[src/sv/qfte_pkg.sv]
// ----------------------------------------------------------------------------
// qfte_pkg
// Shared types and constants for the quad/fan to triangle-list index expander.
// ----------------------------------------------------------------------------
package qfte_pkg;

  // Width of a vertex index inside the block; indices and the counter wrap here
  localparam int INDEX_BITS = 32;

  // Largest number of indices one vertex can release (a finished quad)
  localparam int BURST_MAX = 6;
  localparam int CNT_W     = $clog2(BURST_MAX + 1);
  localparam int PTR_W     = $clog2(BURST_MAX);

  // Primitive modes; any other code behaves as pass-through
  localparam logic [1:0] MODE_PASS = 2'd0;
  localparam logic [1:0] MODE_QUAD = 2'd1;
  localparam logic [1:0] MODE_FAN  = 2'd2;

  // Index sources
  localparam logic SRC_COUNTER = 1'b0;
  localparam logic SRC_INPUT   = 1'b1;

  // Register select (address bit 2)
  localparam logic REG_MODE   = 1'b0;
  localparam logic REG_SOURCE = 1'b1;

  // Group positions
  localparam logic [1:0] POS_EMPTY = 2'd0;
  localparam logic [1:0] POS_ONE   = 2'd1;
  localparam logic [1:0] POS_TWO   = 2'd2;
  localparam logic [1:0] POS_THREE = 2'd3;

  typedef logic [INDEX_BITS-1:0] idx_t;

  // Indices released by one vertex, in emission order
  typedef struct packed {
    logic [CNT_W-1:0]          cnt;
    idx_t [BURST_MAX-1:0]      idx;
  } burst_t;

endpackage

[src/sv/qfte_expand.sv]
// ----------------------------------------------------------------------------
// qfte_expand
// Vertex state (group position, buffered vertices, index counter) and the
// combinational expansion of one vertex into a burst of triangle indices.
// ----------------------------------------------------------------------------
module qfte_expand (
  input  logic                   clk,
  input  logic                   rst_n,
  input  logic                   accept,
  input  logic [31:0]            index_value,
  input  logic                   last_in,
  input  logic [1:0]             mode,
  input  logic                   source,
  output qfte_pkg::burst_t       burst
);

  logic [1:0]     pos_r, pos_nxt;
  qfte_pkg::idx_t first_r, first_nxt;
  qfte_pkg::idx_t second_r, second_nxt;
  qfte_pkg::idx_t third_r, third_nxt;
  qfte_pkg::idx_t vcnt_r, vcnt_nxt;
  qfte_pkg::idx_t v;

  // Pick the vertex index for this transfer
  assign v = (source == qfte_pkg::SRC_INPUT) ?
             index_value[qfte_pkg::INDEX_BITS-1:0] : vcnt_r;

  // Expand the vertex and work out the next state
  always_comb begin
    pos_nxt    = pos_r;
    first_nxt  = first_r;
    second_nxt = second_r;
    third_nxt  = third_r;
    vcnt_nxt   = vcnt_r + 1'b1;
    burst.cnt  = '0;
    for (int i = 0; i < qfte_pkg::BURST_MAX; i++) begin
      burst.idx[i] = v;
    end

    case (mode)
      qfte_pkg::MODE_QUAD: begin
        case (pos_r)
          qfte_pkg::POS_EMPTY: begin
            first_nxt = v;
            pos_nxt   = qfte_pkg::POS_ONE;
          end
          qfte_pkg::POS_ONE: begin
            second_nxt = v;
            pos_nxt    = qfte_pkg::POS_TWO;
          end
          qfte_pkg::POS_TWO: begin
            third_nxt = v;
            pos_nxt   = qfte_pkg::POS_THREE;
          end
          default: begin
            // Fourth vertex closes the quad: two triangles
            burst.idx[0] = first_r;
            burst.idx[1] = second_r;
            burst.idx[2] = third_r;
            burst.idx[3] = third_r;
            burst.idx[4] = v;
            burst.idx[5] = first_r;
            burst.cnt    = qfte_pkg::CNT_W'(6);
            pos_nxt      = qfte_pkg::POS_EMPTY;
          end
        endcase
      end
      qfte_pkg::MODE_FAN: begin
        if (pos_r == qfte_pkg::POS_EMPTY) begin
          first_nxt = v;
          pos_nxt   = qfte_pkg::POS_ONE;
        end else if (pos_r == qfte_pkg::POS_ONE) begin
          second_nxt = v;
          pos_nxt    = qfte_pkg::POS_TWO;
        end else begin
          // Hub, previous, current; current becomes the previous
          burst.idx[0] = first_r;
          burst.idx[1] = second_r;
          burst.idx[2] = v;
          burst.cnt    = qfte_pkg::CNT_W'(3);
          second_nxt   = v;
          pos_nxt      = qfte_pkg::POS_TWO;
        end
      end
      default: begin
        burst.cnt = qfte_pkg::CNT_W'(1);
      end
    endcase

    // End of draw drops all state
    if (last_in) begin
      pos_nxt    = qfte_pkg::POS_EMPTY;
      first_nxt  = '0;
      second_nxt = '0;
      third_nxt  = '0;
      vcnt_nxt   = '0;
    end
  end

  // Advance the state on each input transfer
  always_ff @(posedge clk) begin
    if (!rst_n) begin
      pos_r    <= qfte_pkg::POS_EMPTY;
      first_r  <= '0;
      second_r <= '0;
      third_r  <= '0;
      vcnt_r   <= '0;
    end else if (accept) begin
      pos_r    <= pos_nxt;
      first_r  <= first_nxt;
      second_r <= second_nxt;
      third_r  <= third_nxt;
      vcnt_r   <= vcnt_nxt;
    end
  end

endmodule

[src/sv/qfte_burst.sv]
// ----------------------------------------------------------------------------
// qfte_burst
// Holds one burst of indices and hands them one per cycle into the output
// register while it is empty or being read; takes the next burst as the last
// index of the current one leaves. A vertex that releases no indices passes
// straight through and leaves the held burst untouched.
// ----------------------------------------------------------------------------
module qfte_burst (
  input  logic                   clk,
  input  logic                   rst_n,
  input  logic                   load,
  input  qfte_pkg::burst_t       burst_in,
  output logic                   load_ready,
  output logic                   out_valid,
  input  logic                   out_ready,
  output qfte_pkg::idx_t         out_index,
  output logic                   out_last
);

  qfte_pkg::burst_t               buf_r;
  logic [qfte_pkg::CNT_W-1:0]     cnt_r;
  logic [qfte_pkg::PTR_W-1:0]     ptr_r;
  logic                           out_valid_r;
  qfte_pkg::idx_t                 out_index_r;
  logic                           out_last_r;
  logic                           pending;
  logic                           move;
  logic                           final_idx;
  logic                           empty_in;
  logic                           take;

  assign pending    = (qfte_pkg::CNT_W'(ptr_r) != cnt_r);
  assign move       = pending && (!out_valid_r || out_ready);
  assign final_idx  = (qfte_pkg::CNT_W'(ptr_r) + 1'b1 == cnt_r);

  // An empty burst never occupies the stage
  assign empty_in   = (burst_in.cnt == '0);
  assign take       = load && !empty_in;
  assign load_ready = !pending || (move && final_idx) || empty_in;

  // Hold the burst and step through it
  always_ff @(posedge clk) begin
    if (!rst_n) begin
      cnt_r <= '0;
      ptr_r <= '0;
    end else if (take) begin
      cnt_r <= burst_in.cnt;
      ptr_r <= '0;
    end else if (move) begin
      ptr_r <= ptr_r + 1'b1;
    end
  end

  always_ff @(posedge clk) begin
    if (take) begin
      buf_r <= burst_in;
    end
  end

  // Output register: fill on a move, drop after a transfer
  always_ff @(posedge clk) begin
    if (!rst_n) begin
      out_valid_r <= 1'b0;
    end else if (move) begin
      out_valid_r <= 1'b1;
    end else if (out_ready) begin
      out_valid_r <= 1'b0;
    end
  end

  always_ff @(posedge clk) begin
    if (move) begin
      out_index_r <= buf_r.idx[ptr_r];
      out_last_r  <= final_idx;
    end
  end

  assign out_valid = out_valid_r;
  assign out_index = out_index_r;
  assign out_last  = out_last_r;

endmodule

[src/sv/quad_fan_to_triangle_index_expander_core.sv]
// ----------------------------------------------------------------------------
// quad_fan_to_triangle_index_expander_core
// Turns a vertex stream (list, quads or triangle fan) into triangle-list
// indices, with indices taken from the input or from a per-draw counter.
// ----------------------------------------------------------------------------
//
//  Channel   Direction  Handshake          Carries
//  in_       input      in_valid/in_ready  in_index_value, in_last_in
//  out_      output     out_valid/out_ready out_index_out, out_last_of_run
//  cfg (APB) input      psel/penable/pready primitive_mode @0, index_source @4
//
//  Indices leave one per cycle through the output register while out_ready
//  does not stall it. A vertex that releases indices (1 list, 3 fan, 6
//  closing a quad) is taken as the last index of the previous burst moves
//  out; one that releases none is taken even while a burst drains.
//  Reset is synchronous and active low.
//  A stalled out_ready holds the output register, then in_ready low for a
//  vertex that releases indices.
//
module quad_fan_to_triangle_index_expander_core (
  input  logic        clk,
  input  logic        rst_n,
  // input channel
  input  logic        in_valid,
  output logic        in_ready,
  input  logic [31:0] in_index_value,
  input  logic        in_last_in,
  // result channel
  output logic        out_valid,
  input  logic        out_ready,
  output logic [31:0] out_index_out,
  output logic        out_last_of_run,
  // configuration port
  input  logic        psel,
  input  logic        penable,
  input  logic        pwrite,
  input  logic [2:0]  paddr,
  input  logic [31:0] pwdata,
  output logic [31:0] prdata,
  output logic        pready
);

  logic [1:0]        mode_r;
  logic              src_r;
  logic              accept;
  logic              cfg_wr;
  qfte_pkg::burst_t  burst;
  qfte_pkg::idx_t    out_idx;

  // Configuration registers
  assign pready = 1'b1;
  assign cfg_wr = psel && penable && pwrite;

  always_ff @(posedge clk) begin
    if (!rst_n) begin
      mode_r <= qfte_pkg::MODE_PASS;
      src_r  <= qfte_pkg::SRC_INPUT;
    end else if (cfg_wr) begin
      case (paddr[2])
        qfte_pkg::REG_MODE:   mode_r <= pwdata[1:0];
        qfte_pkg::REG_SOURCE: src_r  <= pwdata[0];
        default: ;
      endcase
    end
  end

  always_comb begin
    case (paddr[2])
      qfte_pkg::REG_MODE:   prdata = {30'd0, mode_r};
      qfte_pkg::REG_SOURCE: prdata = {31'd0, src_r};
      default:              prdata = '0;
    endcase
  end

  assign accept = in_valid && in_ready;

  // Vertex state and expansion
  qfte_expand u_expand (
    .clk         (clk),
    .rst_n       (rst_n),
    .accept      (accept),
    .index_value (in_index_value),
    .last_in     (in_last_in),
    .mode        (mode_r),
    .source      (src_r),
    .burst       (burst)
  );

  // Burst hold and output register
  qfte_burst u_burst (
    .clk        (clk),
    .rst_n      (rst_n),
    .load       (accept),
    .burst_in   (burst),
    .load_ready (in_ready),
    .out_valid  (out_valid),
    .out_ready  (out_ready),
    .out_index  (out_idx),
    .out_last   (out_last_of_run)
  );

  assign out_index_out = 32'(out_idx);

endmodule
[config.mk]
export PLATFORM = sky130hd
export DESIGN_NAME = quad_fan_to_triangle_index_expander_core
export DESIGN_NICKNAME = d
export VERILOG_FILES = /design/src/sv/qfte_pkg.sv /design/src/sv/qfte_expand.sv /design/src/sv/qfte_burst.sv /design/src/sv/quad_fan_to_triangle_index_expander_core.sv
export SDC_FILE = /design/constraint.sdc
export NUM_CORES = 1
export LEC_CHECK = 0
export BUFFER_PORTS_ARGS = -buffer_cell sky130_fd_sc_hd__buf_4
export CAP_MARGIN = 15
export CORE_ASPECT_RATIO = 2
export CORE_UTILIZATION = 54
export CTS_CLUSTER_SIZE = 12
export DETAILED_ROUTE_END_ITERATION = 16
export HOLD_SLACK_MARGIN = 0.02
export PLACE_DENSITY = 0.81
export SLEW_MARGIN = 20
export SYNTH_ARGS = -nofsm -noshare
export SYNTH_HDL_FRONTEND = slang
export SYNTH_SLANG_ARGS = --single-unit
[constraint.sdc]
create_clock -name clk -period 9.8 [get_ports clk]
set_input_delay 0.49 -clock clk [delete_from_list [all_inputs] [get_ports clk]]
set_output_delay 0.49 -clock clk [all_outputs]
set_load 0.05 [all_outputs]
# Word level (Yosys, flattened, before mapping)
# Index checks and enable logic that the tools add are counted.
[classes]
addsub = 2
order_cmp = 1
eq_ne = 8
muxes = 29
n_bitwise = 2
reduce_logical = 29
[ops]
columns = ["operator", "count"]
rows = [
  ["32-bit 2-to-1 mux", 12],
  ["195-bit 2-to-1 mux", 1],
  ["96-bit case mux with 2 select lines", 1],
  ["64-bit 2-to-1 mux", 2],
  ["32-bit case mux with 2 select lines", 2],
  ["32-bit binary-select mux with 3-bit select", 1],
  ["96-bit 2-to-1 mux", 1],
  ["32-bit by 1-bit adder with 32-bit output (second input constant)", 1],
  ["2-bit nonzero test", 5],
  ["1-bit logical AND", 6],
  ["2-bit 2-to-1 mux", 3],
  ["2-bit case mux with 3 select lines", 1],
  ["3-bit case mux with 2 select lines", 1],
  ["2-bit AND reduction", 3],
  ["3-bit AND reduction", 2],
  ["2-bit by 1-bit equality test with 1-bit output (second input constant)", 2],
  ["2-bit equality test (second input constant)", 2],
  ["3-bit by 4-bit < comparator with 1-bit output (second input constant)", 1],
  ["2-bit case mux with 2 select lines", 1],
  ["4-bit AND reduction", 1],
  ["2-bit OR reduction", 2],
  ["3-bit by 1-bit adder with 3-bit output (second input constant)", 1],
  ["3-bit equality test", 1],
  ["1-bit logical NOT", 3],
  ["other kinds (11)", 15],
]
[totals]
ff_bits = 365
inputBits = 75
out_inout_bits = 68
word_cells = 89

# Longest topological paths before layout
# Gate-level depths: netlist (run 1).
[depth]
ltp_word = 9
mapped_depth = 10
mapped_depth_nobuf = 7

# Modules after synthesis
# From an unflattened synthesis (run 1), not the netlist that was laid out.
[hier_totals]
hier_cells = 1425
area_unflattened_um2 = 16829.9
[modules_own_cells]
columns = ["module", "instances", "cells_per_inst", "area_each_um2", "seq_area_each_um2"]
rows = [
  ["qfte_burst", 1, 418, 8732.1, 6896.6],
  ["qfte_expand", 1, 957, 7693.6, 2602.5],
  ["quad_fan_to_triangle_index_expander_core", 1, 50, 404.1, 60.1],
]

# Worst setup path after synthesis (run 1)
# No wires, ideal clock.
[synth_path]
path_kind = "reg-to-reg"
startpoint = "register mode_r[0]"
endpoint = "register u_burst.buf_r[0] (netlist bit) (enable)"
setup_ps = 748
arrival_ps = 9675
required_time_ps = 9052
path_slack_ps = -623
path_stages_with_launch = 8
path_buffers = 1
period_less_slack_ps = 10423
cell_sequence = "dfxtp_1 -> inv_1 -> ha_1 -> nor2b_1 -> a211oi_1 -> o31ai_1 -> clkbuf_1 -> nor2_1"
[synth_via]
elab_chain_len = 6
elab_cells_between_ends = 8
cone_classes = "2 x eq/ne; 1 x mux; 5 x reduce/logical"
[synth_lines]
columns = ["element", "line_no", "text"]
rows = [
  ["from (decl)", "quad_fan_to_triangle_index_expander_core.sv:43", "logic [1:0] mode_r;"],
  ["from (signal assigned)", "quad_fan_to_triangle_index_expander_core.sv:56", "mode_r <= qfte_pkg::MODE_PASS;"],
  ["from (signal assigned)", "quad_fan_to_triangle_index_expander_core.sv:60", "qfte_pkg::REG_MODE: mode_r <= pwdata[1:0];"],
  ["2-bit equality test or 2-bit by 1-bit equality test with 1-bit output (tied branches)", "qfte_expand.sv:40", "case (mode)"],
  ["3-bit case mux with 2 select lines (*)", "qfte_expand.sv:40", ""],
  ["3-bit logical NOT (*)", "qfte_burst.sv:37", "assign empty_in = (burst_in.cnt == '0);"],
  ["1-bit logical OR", "qfte_burst.sv:39", "assign load_ready = !pending || (move && final_idx) || empty_in;"],
  ["1-bit logical AND", "quad_fan_to_triangle_index_expander_core.sv:75", "assign accept = in_valid && in_ready;"],
  ["1-bit logical AND (*)", "qfte_burst.sv:38", "assign take = load && !empty_in;"],
  ["named net u_burst.take", "qfte_burst.sv:30", "logic take;"],
  ["to (signal assigned)", "qfte_burst.sv:56", "buf_r <= burst_in;"],
  ["to (decl)", "qfte_burst.sv:20", "qfte_pkg::burst_t buf_r;"],
]
# The timed path passes the listed nets; every way through them passes the cells marked *.
# A chain may end at the register's enable or synchronous reset.

# Final worst setup path (run 1)
[layout_path]
startpoint = "register mode_r[0]"
endpoint = "register u_burst.buf_r[126] (netlist bit) (enable)"
# Same word-level chain as after synthesis.

==> metrics.md, run 1 <==
| Metric | Value |
|---|---|
| Post-CTS Setup Repair Bufs | `0` |
| Outcome | `finished clean` |
| DIE HEIGHT | `251 µm` |
| Synth Register Bits | `365` |
| Vias | `12400` |
| Max Root-Sink Buffers | `3` |
| Clock Latency Late Sink | `0.54 ns` |
| Cell variety after synth | `58` |
| Achievable Freq | `0.231 GHz` |
| Area share of the largest cell type after synthesis | `40.5%` |
| Setup TNS Final | `0 ns` |
| Worst Hold End | `src_r` |
| CP startpoint kind | `flop` |
| Routed len/inst | `20.9 µm` |
| Fill count | `2378` |
| CORE AREA | `0.0303 mm²` |
| Worst-path clk slew | `0.06 ns` |
| First-pass GRT wire length | `62700 µm` |
| CP Capture Type | `flop` |
| # setup viols final | `0` |
| Post_cts resized | `0` |
| Reg area | `0.00956 mm²` |
| CP max FO | `78` |
| Seq/Total Area, Yosys | `57.2%` |
| Post-synth top area cell | `edfxtp_1` |
| Ys Warns | `0` |
| Starting Density | `55.1%` |
| Final WS setup | `5.47 ns` |
| Leakage | `6.59 nW` |
| Synth Flop Type | `edfxtp_1` |
| Setup Skew | `0.0244 ns` |
| GR Util All Layers | `25.5%` |
| DRT Pass-1 Iters | `5` |
| Worst r2r src | `mode_r[0]` |
| Worst setup path category | `flop to flop` |
| Worst vdd ir | `0.141 mV` |
| Root Driver | `clkbuf_16` |
| DRC | `0` |
| Hold Path Class | `input pin to flop` |
| RSZ-0062 raised after global routing | `no` |
| Fin area | `0.0184 mm²` |
| Ratio of cells with drive above 1 in the final layout | `13.0%` |
| R2r setup slk | `5.47 ns` |
| Synthesized area | `0.0167 mm²` |
| DR vias/cell | `6.39` |
| Slew @ Worst Pin | `1.03 ns` |
| Pins Over Slew Limit | `0` |
| Hold Path Cell Cnt | `3` |
| Main area contributors after synthesis | `edfxtp_1 (40%), dfxtp_1 (17%), mux4_2 (4.3%)` |
| Req. time, crit path | `9.94 ns` |
| Multi-input gate area | `0.00626 mm²` |
| DRT antenna net count | `0` |
| PwrDens | `251 mW/mm²` |
| CTS H-tree depth | `2` |
| Worst rel slew slack | `29.7%` |
| Hold slack | `0.189 ns` |
| Initial DRC Count | `1225` |
| Max_cap viols | `0` |
| Vias in the first global route | `12100` |
| Post-layout net count | `1627` |
| CTS Buf Count | `36` |
| Worst EP arrival | `4.47 ns` |
| Ys async rst share | `0%` |
| Die width | `126 µm` |
| DP HPWL | `23900 µm` |
| Final Critical Period | `4.33 ns` |
| I/O Pins | `143` |
| EDFF count, synth | `225` |
| Diodes inserted | `0` |
| Pre-CTS setup slack | `4.94 ns` |
| Tcrit/Tclk final | `44.1%` |
| Final GP Congestion | `0.861` |
| CTS tree | `built` |
| DIE AREA | `0.0317 mm²` |
| Syn Area/Cell | `10.9 µm²` |
| Worst R2R End | `u_burst.buf_r[126]` |
| Final Hold Viols | `0` |
| CTS sink cnt | `365` |
| Area grow syn2layout | `10.2%` |
| Cts hold-fix bufs | `0` |
| Largest net degree at the start of global routing | `81` |
| Remaining Overflow, GRT | `0` |
| Drt total wl | `40500 µm` |
| Placed Area | `0.0173 mm²` |
| Cells after synthesis | `1535` |
| Initial antenna violation count | `0` |
| Hold Crit Start | `pwdata[0]` |
| Port bufs | `79` |
| Worst Reg2Reg Path Length in Cells | `10` |
| # rows | `90` |
[stage by stage]
step / std cells / power, mW / utilization [%]
after floorplan: 1564 / 3.08 / -
after global placement: 1873 / 3.33 / 57.2
after detailed placement: 1873 / 3.37 / 57.2
after CTS: 1936 / 4.63 / 60.7
after global routing: 1937 / 4.78 / 60.7
final: 1937 / 4.62 / 60.7
[kinds of logic after synthesis]
| family | share of synthesized area (%) |
|---|---|
| XOR/XNOR | 0.509 |
| flip-flops | 57.2 |
| AND/OR/NAND/NOR | 10.1 |
| buffers and inverters | 6.39 |
| other | 0.0450 |
| adder cells (fa/ha/maj) | 0.599 |
| multiplexers | 8.45 |
| AO/OA/AOI/OAI | 16.7 |
[cell usage after synthesis (3+ instances only)]
library cell,instances
o21ai_0,142
buf_4,32
clkbuf_1,97
a22oi_1,6
dfxtp_1,140
o211ai_1,6
o21a_1,18
edfxtp_1,225
nand3_1,48
or4_1,11
nor3_1,6
nand3b_1,3
o2bb2ai_1,66
nand4_1,10
ha_1,8
mux2i_1,69
and3_1,5
inv_1,78
o41ai_1,4
xnor2_1,6
buf_1,12
or2_2,3
o31ai_1,42
nand2_1,160
mux4_2,32
nand2b_1,3
o22ai_1,50
a31oi_1,5
and2_1,3
buf_6,4
nor2_1,91
nor2b_1,3
a21oi_1,93
or3_1,11
buf_2,16
[registers in the layout, summed over array words and instances (netlist names), 3 cells and up]
signal,flops
u_burst.buf_r,192
u_burst.out_index,32
u_expand.first_r,32
u_expand.second_r,32
u_expand.third_r,32
u_expand.vcnt_r,32
u_burst.cnt_r,3
u_burst.ptr_r,3
[worst max-delay path, cell delays in order (launching register included)]
cell and delay (ns):
dfxtp_1 0.36, inv_1 0.07, ha_1 0.27, buf_4 0.37, nor2b_2 0.07, buf_4 0.33
a211oi_1 0.80, o31ai_2 0.12, buf_4 0.25, nor2_4 0.36, buf_4 0.85
[power by group]
part	switching [mW]	leakage [nW]	total [mW]	internal, mW
logic	0.796	2.81	1.16	0.359
registers	0.107	3.29	2.19	2.08
clock network	0.571	0.496	1.28	0.706
total	1.47	6.59	4.62	3.14
[cell usage in the layout, fill, tap and decap left out, types with 7 or more instances in the layout]
master / instances
o22ai_1: 50
nand2_1: 158
clkbuf_16: 37
nand4_1: 10
o21ai_0: 141
o21a_1: 18
dfxtp_1: 138
mux2i_1: 69
conb_1: 31
inv_1: 78
ha_1: 7
o31ai_1: 41
mux4_2: 32
a21oi_1: 90
nand3_1: 48
clkbuf_1: 23
o2bb2ai_1: 66
edfxtp_1: 225
nor2_1: 89
buf_4: 102
or3_1: 10
or4_1: 11
[cell type report]
type                            instances  share of cell area, %
Sequential cell                       365                   52.0
Multi-Input combinational cell        960                   34.0
Clock buffer                           60                   5.50
Timing Repair Buffer                  103                   4.27
Tap cell                              368                   2.50
Inverter                               78                   1.59
Clock inverter                          3                  0.143
[routing by layer]
layer	track usage, %	vias up	routed length, µm
met5	0	-	0
met2	46.7	656	21300
met1	28.2	5971	14300
li1	-	5599	-
met4	15.1	0	2180
met3	2.86	157	2820
[worst max-delay path by stage]
stage,from,to,slack (ns),cells past startpoint
6_report,mode_r[0],u_burst.buf_r[126],5.47,10
5_1_grt,mode_r[0],u_burst.buf_r[29],5.30,10
3_3_place_gp,mode_r[0],u_burst.buf_r[154],5.13,10
2_1_floorplan,mode_r[0],u_burst.buf_r[0],2.57,7
3_5_place_dp,mode_r[0],u_burst.buf_r[188],4.94,10
4_1_cts,mode_r[0],u_burst.buf_r[93],4.92,10
(Power assumes the default switching activity.)
==> inputs of run 2 (changes only) <==
Settings changed: ABC_AREA set to 1, CORE_UTILIZATION 54 to 55, PLACE_DENSITY 0.81 to 0.82.
Clock period 9.8 ns to 3.9 ns, I/O delays scaled along.
==> run 2 against run 1 <==
  * Fmax grew 49%
  * Largest cell class unchanged
  * Cell count grew 44%
  * Clock power grew to 2.5 times the previous value
  * Critical path depth grew 2
  * Synthesized area grew 10%
  * Sequential cell count is the same
  * Critical endpoint is now u_expand.vcnt_r[15]
  * Global-route usage grew 4.7 points
  * Via count grew 36%
  * Worst setup slack lost 4.5 ns
  * Sequential power grew 120%
  * Wire length grew 29%
  * Critical path type unchanged
==> metrics.md, run 2 <==
| Metric | Value |
|---|---|
| CP max FO | `39 (-50%)` |
| Max_cap viols | `0 (unchanged)` |
| RSZ-0062 raised after global routing | `no` |
| Diodes inserted | `0 (unchanged)` |
| Syn Area/Cell | `7.95 µm² (-27%)` |
| Post-CTS Setup Repair Bufs | `0 (unchanged)` |
| Synth cell count leaders | `nand2_1 (456), nor2_1 (415), o21ai_0 (279)` |
| DRT antenna net count | `0 (unchanged)` |
| Grt met2 use | `53.5% (+6.8 points)` |
| Req. time, crit path | `4.35 ns (-5.59 ns)` |
| CP Capture Type | `flop` |
| Initial DRC Count | `1811 (+48%)` |
| Synthesized area | `0.0184 mm² (+10%)` |
| DRC | `0 (unchanged)` |
| Port bufs | `79 (unchanged)` |
| First-pass GRT wire length | `79900 µm (+27%)` |
| Pins Over Slew Limit | `0 (unchanged)` |
| CTS sink cnt | `365 (unchanged)` |
| Clock Latency Late Sink | `0.56 ns (+0.02 ns)` |
| Area share of the largest cell type after synthesis | `36.7% (-3.8 points)` |
| Ys Warns | `0 (unchanged)` |
| Final Hold Viols | `0 (unchanged)` |
| CP startpoint kind | `flop` |
| Ys async rst share | `0% (unchanged)` |
| CORE AREA | `0.0329 mm² (+8.7%)` |
| Achievable Freq | `0.345 GHz (+49%)` |
| DRT Pass-1 Iters | `6 (+1)` |
| Vias in the first global route | `16400 (+36%)` |
| Max FFs per register | `192 (unchanged)` |
| PwrDens | `506 mW/mm² (+100%)` |
| Vias | `16800 (+36%)` |
| Fin area | `0.0203 mm² (+10%)` |
| Seq/Total Area, Yosys | `51.9% (-5.3 points)` |
| Die width | `131 µm (+4.0%)` |
| CTS tree | `built` |
| DIE AREA | `0.0343 mm² (+8.1%)` |
| DIE HEIGHT | `261 µm (+4.0%)` |
| Post-layout net count | `2403 (+48%)` |
| Most frequent cell after synthesis | `nand2_1` |
| Worst setup path category | `flop to flop` |
| Hold Path Class | `input pin to flop` |
| Post_cts resized | `0 (unchanged)` |
| Outcome | `finished clean` |
| Tcrit/Tclk final | `74.2% (+30 points)` |
| CTS H-tree depth | `2 (unchanged)` |
| Cells after synthesis | `2316 (+51%)` |
| I/O Pins | `143 (unchanged)` |
| Met3 Use GR | `4.29% (+1.4 points)` |
| Post-synth top area cell | `edfxtp_1` |
| Main area contributors after synthesis | `edfxtp_1 (37%), dfxtp_1 (15%), nand2_1 (9.3%)` |
| Largest net degree at the start of global routing | `120 (+48%)` |
| Commonest cells after routing, fill and taps aside | `nand2_1 (454), nor2_1 (410), o21ai_0 (279), edfxtp_1 (225), a21oi_1 (177)` |
| Ratio of cells with drive above 1 in the final layout | `8.69% (-4.3 points)` |
| Slew @ Worst Pin | `1.16 ns (+0.139 ns)` |
| DP HPWL | `32300 µm (+35%)` |
| Setup Skew | `0.0365 ns (+0.0121 ns)` |
| Hold slack | `0.0514 ns (-0.137 ns)` |
| GR Layer Usage met1 | `30.8% (+2.6 points)` |
| Routed len/inst | `18.8 µm (-10%)` |
| Starting Density | `55.9% (+0.77 points)` |
| Max Root-Sink Buffers | `3 (unchanged)` |
| Synth Flop Type | `edfxtp_1` |
| Root Driver | `clkbuf_16` |
| GR Util All Layers | `30.2% (+4.7 points)` |
| Cell variety after synth | `34 (-41%)` |
| DR vias/cell | `6.05 (-5.4%)` |
| Remaining Overflow, GRT | `0 (unchanged)` |
| Leakage | `7.81 nW (+18%)` |
| Synth Register Bits | `365 (unchanged)` |
| Initial antenna violation count | `0 (unchanged)` |
| Final WS setup | `1.01 ns (-4.47 ns)` |
| CTS Buf Count | `36 (unchanged)` |
| Pwr Total | `10.3 mW (+120%)` |
| Fill count | `2758 (+16%)` |
| Cts hold-fix bufs | `4 (+4)` |
| Area grow syn2layout | `10.3%` |
| Worst-path clk slew | `0.06 ns (about the same)` |
| Final GP Congestion | `0.964 (+12%)` |
| Final Critical Period | `2.89 ns (-1.43 ns)` |
| Pre-CTS setup slack | `0.969 ns (-3.97 ns)` |
| Commonest non-fill, non-tap cell in the layout | `nand2_1` |
| Most Crowded Layer GR | `met2` |
| Placed Area | `0.0192 mm² (+11%)` |
| Worst rel slew slack | `21.5% (-8.1 points)` |
| Worst EP arrival | `3.34 ns (-1.13 ns)` |
| # rows | `94 (+4.4%)` |
| # setup viols final | `0 (unchanged)` |
| Reg with most FFs | `u_burst.buf_r` |
| EDFF count, synth | `225 (unchanged)` |
| Worst vdd ir | `0.481 mV (+240%)` |
| Drt total wl | `52300 µm (+29%)` |
-- run 2: changes by cell type after synthesis, moves of 54 or more --
| cell | before | now |
|---|---|---|
| a21oi_1 | 93 | 177 |
| mux2i_1 | 69 | 0 |
| nand2_1 | 160 | 456 |
| nand4_1 | 10 | 64 |
| nor2_1 | 91 | 415 |
| o21ai_0 | 142 | 279 |
| o2bb2ai_1 | 66 | 0 |
-- run 2: cell families (layout without fill, tap and decap cells) --
| logic type | Yosys count | after routing | share of synthesized area, % |
|---|---|---|---|
| adder cells (fa/ha/maj) | 8 | 8 | 0.544 |
| XOR/XNOR | 14 | 14 | 0.666 |
| other | 2 | 31 | 0.0408 |
| AO/OA/AOI/OAI | 591 | 591 | 16.8 |
| AND/OR/NAND/NOR | 1009 | 1009 | 22.3 |
| flip-flops | 365 | 365 | 51.9 |
| buffers and inverters | 327 | 330 | 7.77 |
-- run 2: routing by layer --
layer | vias up | routed length (µm)
met1 | 7588 | 17300
met3 | 355 | 4770
met4 | 0 | 4310
met5 | - | 0
met2 | 1074 | 26000
li1 | 7792 | -
-- run 2: final timing paths --
| path | from | end | slack, ns | cells after the start |
|---|---|---|---|---|
| max | u_burst.ptr_r[0] | u_expand.vcnt_r[15] | 1.01 | 12 |
| min | paddr[2] | mode_r[1] | 0.05 | 4 |
| max reg2reg | u_burst.ptr_r[0] | u_expand.vcnt_r[15] | 1.01 | 12 |
| min reg2reg | u_expand.third_r[9] | u_expand.third_r[9] | 0.46 | 2 |
-- run 2: metrics by stage --
step           std cells  setup TNS, ns  utilization [%]
6_report            2780              0             61.7
5_1_grt             2780              0             61.7
4_1_cts             2779              0             61.6
3_5_place_dp        2709              0             58.3
3_3_place_gp        2709              0             58.3
2_1_floorplan       2345        -115.05                -
-- run 2: cell type report --
class                   instances  area (µm²)  area share (%)
flip-flops and latches        365        9560            47.1
multi-input cells            1653        7610            37.5
repair buffers                119         991            4.88
clock buffers                  61         995            4.90
well taps                     432         541            2.66
clock inverters                 5        53.8           0.265
inverters                     145         553            2.72
-- run 2: worst max-delay path, cell delays in order (launching register included) --
cell and delay (ns):
dfxtp_2 0.33, buf_4 0.38, nand2_1 0.10, nand2_1 0.10, nand2_1 0.06, nor2_1 0.17, nor2_2 0.08, nand2_4 0.26
buf_4 0.28, nand2_4 0.28, inv_4 0.44, nand3_1 0.15, a21oi_1 0.14
-- run 2: report_power, final --
| group | total, mW | leakage (nW) | internal [mW] | switching (mW) |
|---|---|---|---|---|
| Sequential | 4.86 | 3.29 | 4.73 | 0.129 |
| Combinational | 2.22 | 4.01 | 0.543 | 1.68 |
| Clock | 3.20 | 0.500 | 1.75 | 1.45 |
| Total | 10.3 | 7.81 | 7.03 | 3.25 |
